### src/kalman_tilt_angle_filter_core_macros.svh
// Assertion helpers shared by the filter modules.
`ifndef KALMAN_TILT_ANGLE_FILTER_CORE_MACROS_SVH
`define KALMAN_TILT_ANGLE_FILTER_CORE_MACROS_SVH

// Same-cycle implication, checked out of reset.
`define KTA_ASSERT_IMP(label, clk, rst_n, ante, cons) \
label: assert property (@(posedge clk) disable iff (!rst_n) (ante) |-> (cons)) \
	else $error("kta: implication failed");

// Next-cycle implication, checked out of reset.
`define KTA_ASSERT_NXT(label, clk, rst_n, ante, cons) \
label: assert property (@(posedge clk) disable iff (!rst_n) (ante) |=> (cons)) \
	else $error("kta: next-cycle implication failed");

`endif

### src/kta_pkg.sv
// ----------------------------------------------------------------------------
// kta_pkg
// Types, constants and fixed-point helpers of the tilt Kalman filter.
// ----------------------------------------------------------------------------
package kta_pkg;

	localparam int WIDE = 70;

	localparam logic [1:0] CFG_ANGLE_NOISE = 2'd0;
	localparam logic [1:0] CFG_BIAS_NOISE  = 2'd1;
	localparam logic [1:0] CFG_MEAS_NOISE  = 2'd2;

	localparam logic [30:0] RST_ANGLE_NOISE = 31'd268435;
	localparam logic [30:0] RST_BIAS_NOISE  = 31'd805306;
	localparam logic [30:0] RST_MEAS_NOISE  = 31'd8053064;

	localparam int QDT  = 16;
	localparam int QCOV = 28;

	typedef enum logic [3:0] {
		ST_IDLE,
		ST_RATE,
		ST_MUL,
		ST_WB,
		ST_INNER,
		ST_DIV,
		ST_DIVWAIT,
		ST_OUT
	} state_t;

	typedef enum logic [2:0] {
		OP_NOP,
		OP_LOAD,
		OP_RATE,
		OP_MUL,
		OP_WB,
		OP_INNER,
		OP_DIV,
		OP_OUT
	} op_t;

	// multiply/writeback step, in execution order
	typedef enum logic [3:0] {
		SEL_ANG_PRED,
		SEL_T,
		SEL_CAA_PRED,
		SEL_CBB_PRED,
		SEL_ANG_CORR,
		SEL_BIAS_CORR,
		SEL_CBB_CORR,
		SEL_CAB_CORR,
		SEL_CBA_CORR,
		SEL_CAA_CORR
	} sel_t;

	typedef struct packed {
		op_t  op;
		sel_t sel;
	} cmd_t;

	typedef struct packed {
		logic div_done;
	} status_t;

	function automatic logic signed [31:0] sat32(input logic signed [WIDE-1:0] v);
		logic signed [31:0] r;
		if (v > WIDE'(64'sd2147483647)) begin
			r = 32'sh7FFFFFFF;
		end else if (v < -WIDE'(64'sd2147483648)) begin
			r = 32'sh80000000;
		end else begin
			r = 32'(v);
		end
		return r;
	endfunction

	// round to nearest, ties toward plus infinity
	function automatic logic signed [WIDE-1:0] rnd_shift(input logic signed [WIDE-1:0] v,
			input int unsigned sh);
		logic signed [WIDE-1:0] half;
		half = WIDE'(1) <<< (sh - 1);
		return (v + half) >>> sh;
	endfunction

endpackage

### src/kta_ctrl.sv
// ----------------------------------------------------------------------------
// kta_ctrl
// Sequencer: steps the datapath through predict, gain and correct, and
// owns the input and output handshakes.
// ----------------------------------------------------------------------------
`include "kalman_tilt_angle_filter_core_macros.svh"

module kta_ctrl (
	input  logic             clk,
	input  logic             arst_n,
	input  logic             in_valid,
	output logic             in_ready,
	output logic             out_valid,
	input  logic             out_ready,
	input  kta_pkg::status_t st,
	output kta_pkg::cmd_t    cmd
);

	kta_pkg::state_t state_q, state_nxt;
	kta_pkg::sel_t   sel_q;
	logic            out_valid_q;
	logic            slot_free;

	assign slot_free = !out_valid_q || out_ready;

	always_comb begin
		state_nxt = state_q;
		case (state_q)
			kta_pkg::ST_IDLE:    if (in_valid) state_nxt = kta_pkg::ST_RATE;
			kta_pkg::ST_RATE:    state_nxt = kta_pkg::ST_MUL;
			kta_pkg::ST_MUL:     state_nxt = kta_pkg::ST_WB;
			kta_pkg::ST_WB: begin
				case (sel_q)
					kta_pkg::SEL_T:        state_nxt = kta_pkg::ST_INNER;
					kta_pkg::SEL_CBB_PRED: state_nxt = kta_pkg::ST_DIV;
					kta_pkg::SEL_CAA_CORR: state_nxt = kta_pkg::ST_OUT;
					default:               state_nxt = kta_pkg::ST_MUL;
				endcase
			end
			kta_pkg::ST_INNER:   state_nxt = kta_pkg::ST_MUL;
			kta_pkg::ST_DIV:     state_nxt = kta_pkg::ST_DIVWAIT;
			kta_pkg::ST_DIVWAIT: if (st.div_done) state_nxt = kta_pkg::ST_MUL;
			kta_pkg::ST_OUT:     if (slot_free) state_nxt = kta_pkg::ST_IDLE;
			default:             state_nxt = kta_pkg::ST_IDLE;
		endcase
	end

	always_comb begin
		cmd.sel = sel_q;
		cmd.op  = kta_pkg::OP_NOP;
		case (state_q)
			kta_pkg::ST_IDLE:  if (in_valid) cmd.op = kta_pkg::OP_LOAD;
			kta_pkg::ST_RATE:  cmd.op = kta_pkg::OP_RATE;
			kta_pkg::ST_MUL:   cmd.op = kta_pkg::OP_MUL;
			kta_pkg::ST_WB:    cmd.op = kta_pkg::OP_WB;
			kta_pkg::ST_INNER: cmd.op = kta_pkg::OP_INNER;
			kta_pkg::ST_DIV:   cmd.op = kta_pkg::OP_DIV;
			kta_pkg::ST_OUT:   if (slot_free) cmd.op = kta_pkg::OP_OUT;
			default:           cmd.op = kta_pkg::OP_NOP;
		endcase
	end

	always_ff @(posedge clk or negedge arst_n) begin
		if (!arst_n) begin
			state_q     <= kta_pkg::ST_IDLE;
			sel_q       <= kta_pkg::SEL_ANG_PRED;
			out_valid_q <= 1'b0;
		end else begin
			state_q <= state_nxt;
			if (cmd.op == kta_pkg::OP_LOAD) begin
				sel_q <= kta_pkg::SEL_ANG_PRED;
			end else if (cmd.op == kta_pkg::OP_WB && sel_q != kta_pkg::SEL_CAA_CORR) begin
				sel_q <= kta_pkg::sel_t'(sel_q + 4'd1);
			end
			if (cmd.op == kta_pkg::OP_OUT) begin
				out_valid_q <= 1'b1;
			end else if (out_ready) begin
				out_valid_q <= 1'b0;
			end
		end
	end

	assign in_ready  = (state_q == kta_pkg::ST_IDLE);
	assign out_valid = out_valid_q;

	`KTA_ASSERT_NXT(a_accept_starts, clk, arst_n, in_valid && in_ready,
		state_q == kta_pkg::ST_RATE)
	`KTA_ASSERT_NXT(a_divwait_holds, clk, arst_n,
		state_q == kta_pkg::ST_DIVWAIT && !st.div_done, state_q == kta_pkg::ST_DIVWAIT)
	`KTA_ASSERT_NXT(a_out_stall_holds, clk, arst_n,
		state_q == kta_pkg::ST_OUT && out_valid_q && !out_ready,
		state_q == kta_pkg::ST_OUT && out_valid_q)

endmodule

### config.mk
export PLATFORM = sky130hd
export DESIGN_NAME = kta_ctrl
export DESIGN_NICKNAME = d
export VERILOG_FILES = /design/src/kta_pkg.sv /design/src/kta_ctrl.sv
export VERILOG_INCLUDE_DIRS = /design/src /design/src/src
export SDC_FILE = /design/constraint.sdc
export NUM_CORES = 1
export LEC_CHECK = 0
export ABC_CLOCK_PERIOD_IN_PS = 3200
export BUFFER_PORTS_ARGS = -buffer_cell sky130_fd_sc_hd__buf_2
export CAP_MARGIN = 10
export CORE_ASPECT_RATIO = 1.4
export CORE_UTILIZATION = 30
export DETAILED_ROUTE_END_ITERATION = 6
export PLACE_DENSITY_LB_ADDON = 0.3
export SLEW_MARGIN = 25
export SYNTH_ARGS = -nofsm -noshare
export SYNTH_HDL_FRONTEND = slang
export SYNTH_SLANG_ARGS = --single-unit
### constraint.sdc
create_clock -name clk -period 3.2 [get_ports clk]
set_input_delay 0.16 -clock clk [delete_from_list [all_inputs] [get_ports clk]]
set_output_delay 0.16 -clock clk [all_outputs]
set_load 0.02 [all_outputs]
==> results.cfg, run 1 <==
[pwr]
powerDensity_mw_per_mm2 = 1010
ir_drop_mv = 0.413
p_leak_nw = 0.345
p_total_w = 0.000709

[sta]
finalHoldViolCount = 0
rsz0062_at_grt = no
finalSetupViolations = 0
fin_ws_ns = 1.50
worst_pin_slew_ns = 0.432
drv_slew = 0
fin_crit_sh_pct = 53.1
tns_ns = 0
fin_skew_ns = 0.00396
holdWs_ns = 0.167
min_period_ns = 1.70
fmax_mhz = 588
max_slew_margin_pct = 71.2

[cts]
post-cts-setup-buffer-count = 0
clkSlewWorstSetupHoldPaths_ns = 0.06
clockBufferDepth = 2
root_buffer = clkbuf_4
cts_tree = done
htree_num_levels = 1
clock_sinks = 8
cts_made_buffers = 3
worstSkewPairLatency_ns = 0.26

[cells_and_area]
drive_above_1_share_pct = 32.5
area_delta_synth_final_pct = 16.4
antennaDiodeCount = 0
fillers = 181
nets = 89

[status]
status = finished, final reports clean

[yosys]
ys_ff_latch = 8
ys_async_sr_fraction_pct = 100
synth-edff-count = 0
syn_inst = 66
ys_warn_count = 0
yosys_most_used_dff = dfrtp_1
syn_avg_cell_area_sq_um = 9.12
syn-cell-area_sq_um = 602
synth.distinct_cells = 31
syn_nets = 73
synth_seq_area_share_pct = 33.3

[routing]
num_vias = 521
drt-initial-drc-count = 10
finalWirelength_mm = 1.27
viasPerCell = 5.21
dr.pass1.iters = 4
drtAntennaViolNets = 0
post-route-drc-count = 0
wl_per_cell_um = 12.7

[global_routing]
grt_pass1_vias = 502
grt_max_degree = 17
grt_pass1_wl_mm = 2.10
overflow = 0
antenna_found_initial = 0
track_usage_pct = 14.3

[floorplan]
die_x_um = 39.9
design.portCount = 14
start_util_pct = 33.0
die_area_sq_mm = 0.00219
core_sq_mm = 0.00182
die_h_um = 55.0
rows = 18

[worst_setup_path]
cp-end-kind = primary output
required_ns = 3.04
setup.worst_path.class = flop to primary output
crit_path_start_kind = flop
cp.arrival_ns = 1.54
crit_fanout = 16

[min_path]
hp-class = input port to flop

[flow_run]
cap_violations = 0

[place]
dp_slack_ns = 1.74
hpwl_um = 916
io_buffer_count = 13
place_congestion = 0.699
-- worst max-delay path, cell delays in order (launching register included) --
cell	delay [ns]
dfrtp_1	0.53
or2_2	0.37
o21ai_0	0.09
a21o_1	0.14
buf_2	0.15
-- placed cells by master (no fill, tap or decap) --
master	instances
nand2_2	1
o21ai_0	5
nor3_1	3
nand2b_1	2
and3b_2	3
dfrtp_1	8
inv_1	6
and3_1	1
a211o_1	2
o31ai_1	2
o311ai_2	1
clkbuf_4	3
dlygate4sd3_1	1
nand3_1	1
o21ai_2	1
a21o_1	3
nand3b_1	1
o311ai_1	1
nand2_1	3
nor2_1	5
nor2b_1	1
nand4_1	1
nand2b_4	1
mux2i_1	3
ha_1	2
buf_2	13
a32oi_1	1
a31o_2	1
or2_2	1
or4b_4	1
a21oi_1	2
-- state kept, by name (all words and copies together) (netlist names) --
signal and count:
out_valid 1, sel_q 4, state_q 3
-- metal layers --
| metal | GRT usage, % | up-vias | wire length (um) |
|---|---|---|---|
| met5 | 0 | - | 0 |
| met3 | 3.60 | 2 | 69 |
| met2 | 22.7 | 18 | 554 |
| met4 | 8.62 | 0 | 5 |
| met1 | 16.9 | 234 | 645 |
| li1 | - | 267 | - |
-- metrics by stage --
stage	instance area, sq um	utilization (%)	cells
floorplan	602	-	66
global placement	668	36.6	96
detailed placement	668	36.6	96
CTS	701	38.4	100
global route	701	38.4	100
finish	701	38.4	100
-- synthesized netlist by cell type (all sizes together) (2+ instances only) --
cell    n  share of area [%]
and3b   3                5.0
a21o    3                3.7
o21ai   6                5.6
nor3    3                2.5
a21oi   2                1.7
o31ai   2                2.5
o311ai  2                4.2
nand2b  3                4.4
ha      2                4.2
dfrtp   8                 33
inv     6                3.7
a211o   2                2.9
nand2   4                2.9
buf     3                3.9
nor2    5                3.1
mux2i   3                5.0
-- area by class of cell --
type | count | area (sq um) | share of cell area (%)
inverter | 6 | 22.5 | 3.21
tap | 20 | 25.0 | 3.57
sequential | 8 | 200 | 28.6
clock buffer | 3 | 22.5 | 3.21
timing repair buffer | 14 | 75.1 | 10.7
multi-input combinational | 49 | 355 | 50.7
-- power breakdown --
group	switching (W)	internal, W	leakage [nW]
Sequential	0.0000874	0.000144	0.0980
Combinational	0.000221	0.000175	0.233
Clock	0.0000387	0.0000432	0.0138
Total	0.000347	0.000362	0.345
-- repair_timing --
action                                 in CTS  in global routing
endpoints found under the hold margin       8                  0
hold buffers                                1                  0
resized for setup                           0                  0
-- path summary, 6_finish.rpt --
path	cells past startpoint	to	slack, ns	startpoint
min	3	state_q[2]	0.17	in_valid
min reg2reg	1	sel_q[0]	0.56	sel_q[0]
max	4	cmd[4]	1.50	state_q[1]
min in group asynchronous	2	sel_q[0]	0.28	arst_n
max in group asynchronous	2	state_q[1]	2.75	arst_n
max reg2reg	3	sel_q[0]	1.73	state_q[2]
-- cells by family after synthesis --
logic type / synth area share, %
flip-flops: 33.3
adder cells (fa/ha/maj): 4.16
AO/OA/AOI/OAI: 23.5
AND/OR/NAND/NOR: 26.4
buffers and inverters: 7.69
multiplexers: 4.99
Note: power is estimated with default switching activity, not from simulation.
==> run 2, diff against run 1 <==
ABC_CLOCK_PERIOD_IN_PS = 1800   (was 3200)
clock period = 1.8 ns   (was 3.2 ns; I/O delays follow)
==> run 2 against run 1 <==
Clock skew down 0.0035 ns. Wire length decreased by 2.8%. Power rose by 78%. Register-to-register slack got worse by 1.4 ns. Critical path type unchanged. Largest cell class unchanged. Highest routed layer unchanged.
==> results.cfg, run 2 (synthesis results as in run 1) <==
[global_routing]
grt_pass1_vias = 457
top_usage_layer = met2
grt_max_degree = 17
grt_pass1_wl_mm = 2.00
gr-usage-met1_pct = 18.9
use_met2_pct = 19.4
antenna_found_initial = 0
gr-usage-met3_pct = 2.40
overflow = 0
track_usage_pct = 13.5

[flow_run]
cap_violations = 0

[routing]
wl_per_cell_um = 12.3
num_vias = 523
viasPerCell = 5.18
dr.pass1.iters = 4
drtAntennaViolNets = 0
post-route-drc-count = 0
finalWirelength_mm = 1.24
drt-initial-drc-count = 5

[cts]
clock_sinks = 8
worstSkewPairLatency_ns = 0.25
clockBufferDepth = 2
cts_made_buffers = 3
cts_tree = done
root_buffer = clkbuf_4
htree_num_levels = 1
clkSlewWorstSetupHoldPaths_ns = 0.06

[sta]
drv_slew = 0
worst_pin_slew_ns = 0.442
tns_ns = 0
rsz0062_at_grt = no
finalHoldViolCount = 0
fmax_mhz = 621
finalSetupViolations = 0
fin_skew_ns = 0.000483
fin_ws_ns = 0.189
max_slew_margin_pct = 70.5
fin_crit_sh_pct = 89.5
min_period_ns = 1.61
holdWs_ns = 0.111

[cells_and_area]
area_delta_synth_final_pct = 17.7
layout_common_cells = 13 x buf_2, 8 x dfrtp_1, 6 x inv_1, 5 x o21ai_0, 5 x nor2_1
fin_util_pct = 38.8
nets = 90
antennaDiodeCount = 0
largest_reg_flops = 4
final_common_cell = buf_2
finish.instance_area_sq_um = 708
drive_above_1_share_pct = 33.3
top_register = sel_q

[place]
place_congestion = 0.719
io_buffer_count = 13
hpwl_um = 911
placed_area_sq_um = 676
dp_slack_ns = 0.346

[worst_setup_path]
cp.arrival_ns = 1.52
path_cells = or2_2 > o21ai_0 > a21o_1 > buf_2
cp-end-kind = primary output
crit_path_start_kind = flop
crit_fanout = 16
slowest_delay_ns = 0.53
required_ns = 1.71
setup.worst_path.class = flop to primary output
slowest_stage = dfrtp_1

[floorplan]
die_x_um = 39.9
design.portCount = 14
die_h_um = 55.0
rows = 18
start_util_pct = 33.0
core_sq_mm = 0.00182
die_area_sq_mm = 0.00219

[pwr]
powerDensity_mw_per_mm2 = 1780
ir_drop_mv = 0.761
p_leak_nw = 0.350

[status]
status = finished, final reports clean

[min_path]
hp-class = input port to flop
run 2: cell types whose count changed in the layout (fill, tap and decap cells not counted):
cell / delta
buf_4: +1
run 2: critical path: cells and delay by family, from the launching register on:
family / cells / cell delay [ns]
buf+inv: 1 / 0.15
compound gates: 2 / 0.22
flops: 1 / 0.53
simple gates: 1 / 0.37
run 2: report_power, final:
group,leakage [nW],switching [W],internal [W]
logic,0.238,0.000407,0.000318
registers,0.0980,0.000144,0.000256
clock network,0.0138,0.0000614,0.0000763
total,0.350,0.000613,0.000650
run 2: layer usage:
metal	share of wire, %	vias up
met5	0	-
met4	0.81	0
met3	4.4	2
met2	42	18
met1	52	233
li1	-	270
run 2: area by class of cell:
class,instances,area [sq um]
flip-flops and latches,8,200
repair buffers,15,82.6
multi-input cells,49,355
inverters,6,22.5
fillers,195,1120
well taps,20,25.0
clock buffers,3,22.5
run 2: final timing paths:
check / start / to / slack [ns] / cells after the start
worst max-delay path: state_q[1] / cmd[4] / 0.19 / 4
worst max register to register: state_q[1] / sel_q[0] / 0.32 / 3
worst min register to register: sel_q[0] / sel_q[0] / 0.58 / 1
worst min-delay path: in_valid / state_q[2] / 0.11 / 3
max in group asynchronous: arst_n / out_valid / 1.41 / 2
min in group asynchronous: arst_n / sel_q[2] / 0.22 / 2
run 2: repair_timing:
action / in CTS / in global routing
hold buffers: 1 / 0
endpoints found under the hold margin: 8 / 0
gates resized for setup: 0 / 0
setup buffers: 0 / 0
run 2: per-stage QoR:
stage               power, W  std cells
floorplan           0.000948         66
global placement     0.00112         97
finish               0.00126        101
CTS                  0.00127        101
detailed placement   0.00112         97
global route         0.00138        101
==> run 3, diff against run 2 <==
==> constraint.sdc (replaced) <==
create_clock -name clk -period 1.8 [get_ports clk]
set_input_delay 0.36 -clock clk [delete_from_list [all_inputs] [get_ports clk]]
set_output_delay 0.36 -clock clk [all_outputs]
set_load 0.02 [all_outputs]
==> run 3 against run 2 <==
Worst setup slack got worse by 0.12 ns. Wire length increased by 15%. Sequential power decreased by 4%. Largest power group unchanged. Sequential cell count unchanged. First-iteration DRC count increased by 100%. Final cell count increased by 6.9%. Critical endpoint unchanged. Global-route usage increased by 2.5 points. Count of clock-buffer cells in the layout unchanged. Hold slack improved by 0.26 ns. Critical path type unchanged. Sequential share of layout area decreased by 1.5 points. Register-to-register slack got worse by 0.05 ns.
==> results.cfg, run 3 (synthesis results as in run 1) <==
[cells_and_area]
top_register = sel_q
drive_above_1_share_pct = 42.0
nets = 97
seq_area_sq_um = 204
final_common_cell = buf_2
largest_reg_flops = 4
layout_common_cells = 13 x buf_2, 7 x buf_4, 6 x inv_1
multi_input_area_sq_um = 355
antennaDiodeCount = 0
area_delta_synth_final_pct = 26.6
fillers = 194

[global_routing]
antenna_found_initial = 0
overflow = 0
grt_pass1_wl_mm = 2.33
grt_max_degree = 13
track_usage_pct = 16.0
grt_pass1_vias = 511

[floorplan]
die_area_sq_mm = 0.00219
die_x_um = 39.9
start_util_pct = 33.0
core_sq_mm = 0.00182
design.portCount = 14
rows = 18
die_h_um = 55.0

[sta]
max_slew_margin_pct = 74.2
fmax_mhz = 577
tns_ns = 0
drv_slew = 0
rsz0062_at_grt = no
worst_pin_slew_ns = 0.381
fin_skew_ns = 0.00112
finalHoldViolCount = 0
fin_crit_sh_pct = 96.3
min_period_ns = 1.73
finalSetupViolations = 0

[routing]
viasPerCell = 5.08
num_vias = 549
drt-initial-drc-count = 10
post-route-drc-count = 0
wl_per_cell_um = 13.2
dr.pass1.iters = 4
finalWirelength_mm = 1.42
drtAntennaViolNets = 0

[cts]
clock_sinks = 8
root_buffer = clkbuf_4
cts_tree = done
clockBufferDepth = 2
htree_num_levels = 1
worstSkewPairLatency_ns = 0.26
clkSlewWorstSetupHoldPaths_ns = 0.06
cts_made_buffers = 3

[min_path]
hp-class = input port to flop

[place]
hpwl_um = 985
place_congestion = 0.717
io_buffer_count = 13

[flow_run]
cap_violations = 0

[worst_setup_path]
cp-end-kind = primary output
reg2reg_slack_ns = 0.27
cp.arrival_ns = 1.37
required_ns = 1.44
setup.worst_path.class = flop to primary output
crit_path_start_kind = flop
crit_fanout = 6

[pwr]
p_leak_nw = 0.381
ir_drop_mv = 0.856
powerDensity_mw_per_mm2 = 1790
p_total_w = 0.00136

[status]
status = finished, final reports clean
run 3: changes by cell type in the layout (fill, tap and decap cells not counted):
cell	before	now
buf_4	1	7
dfrtp_1	8	5
dfrtp_2	0	3
clkbuf_2	0	1
run 3: final timing paths:
check	depth (start not counted)	startpoint	endpoint
setup / recovery	4	state_q[1]	cmd[4]
hold / removal	3	in_valid	state_q[2]
setup reg to reg	4	state_q[1]	sel_q[0]
hold reg to reg	2	out_valid	out_valid
max in group asynchronous	2	arst_n	state_q[1]
min in group asynchronous	2	arst_n	sel_q[1]
run 3: metrics by stage:
step	hold slack, ns	cells	utilization (%)	worst slack (ns)	instance area (sq um)
after floorplan	0.0644	66	-	0.316	602
after global placement	0.221	98	37.4	0.269	683
after detailed placement	0.221	98	37.4	0.280	683
after CTS	0.367	102	39.3	0.0361	717
after global routing	0.363	108	41.8	0.00107	762
final	0.366	108	41.8	0.0670	762
run 3: power by group:
group	switching (W)	leakage, nW	internal, W
combinational	0.000454	0.272	0.000378
sequential	0.000124	0.0949	0.000262
clock	0.0000685	0.0138	0.0000768
total	0.000646	0.381	0.000716
run 3: metal layers:
layer | global-route usage [%] | wire, um | vias up | share of wire, %
met5 | 0 | 0 | - | 0
met4 | 5.17 | 0 | 0 | 0
met3 | 6.00 | 66 | 0 | 4.6
met2 | 25.7 | 713 | 18 | 50
met1 | 19.3 | 642 | 245 | 45
li1 | - | - | 286 | -
run 3: timing repair:
action	in CTS	in global routing
hold buffers	1	0
buffers inserted	0	6
setup endpoints to repair	1	4
hold endpoints to repair	8	0
gates resized for setup	1	2
run 3: worst max-delay path, cell delays in order (launching register included):
cell	delay, ns
dfrtp_2	0.44
or2_2	0.31
o21ai_0	0.08
a21o_1	0.13
buf_2	0.15
run 3: layout make-up:
cell class | instances | share of cell area, %
inverter | 6 | 2.96
timing repair buffer | 22 | 17.4
multi-input combinational | 49 | 46.6
tap | 20 | 3.28
clock buffer | 3 | 2.96
sequential | 8 | 26.8
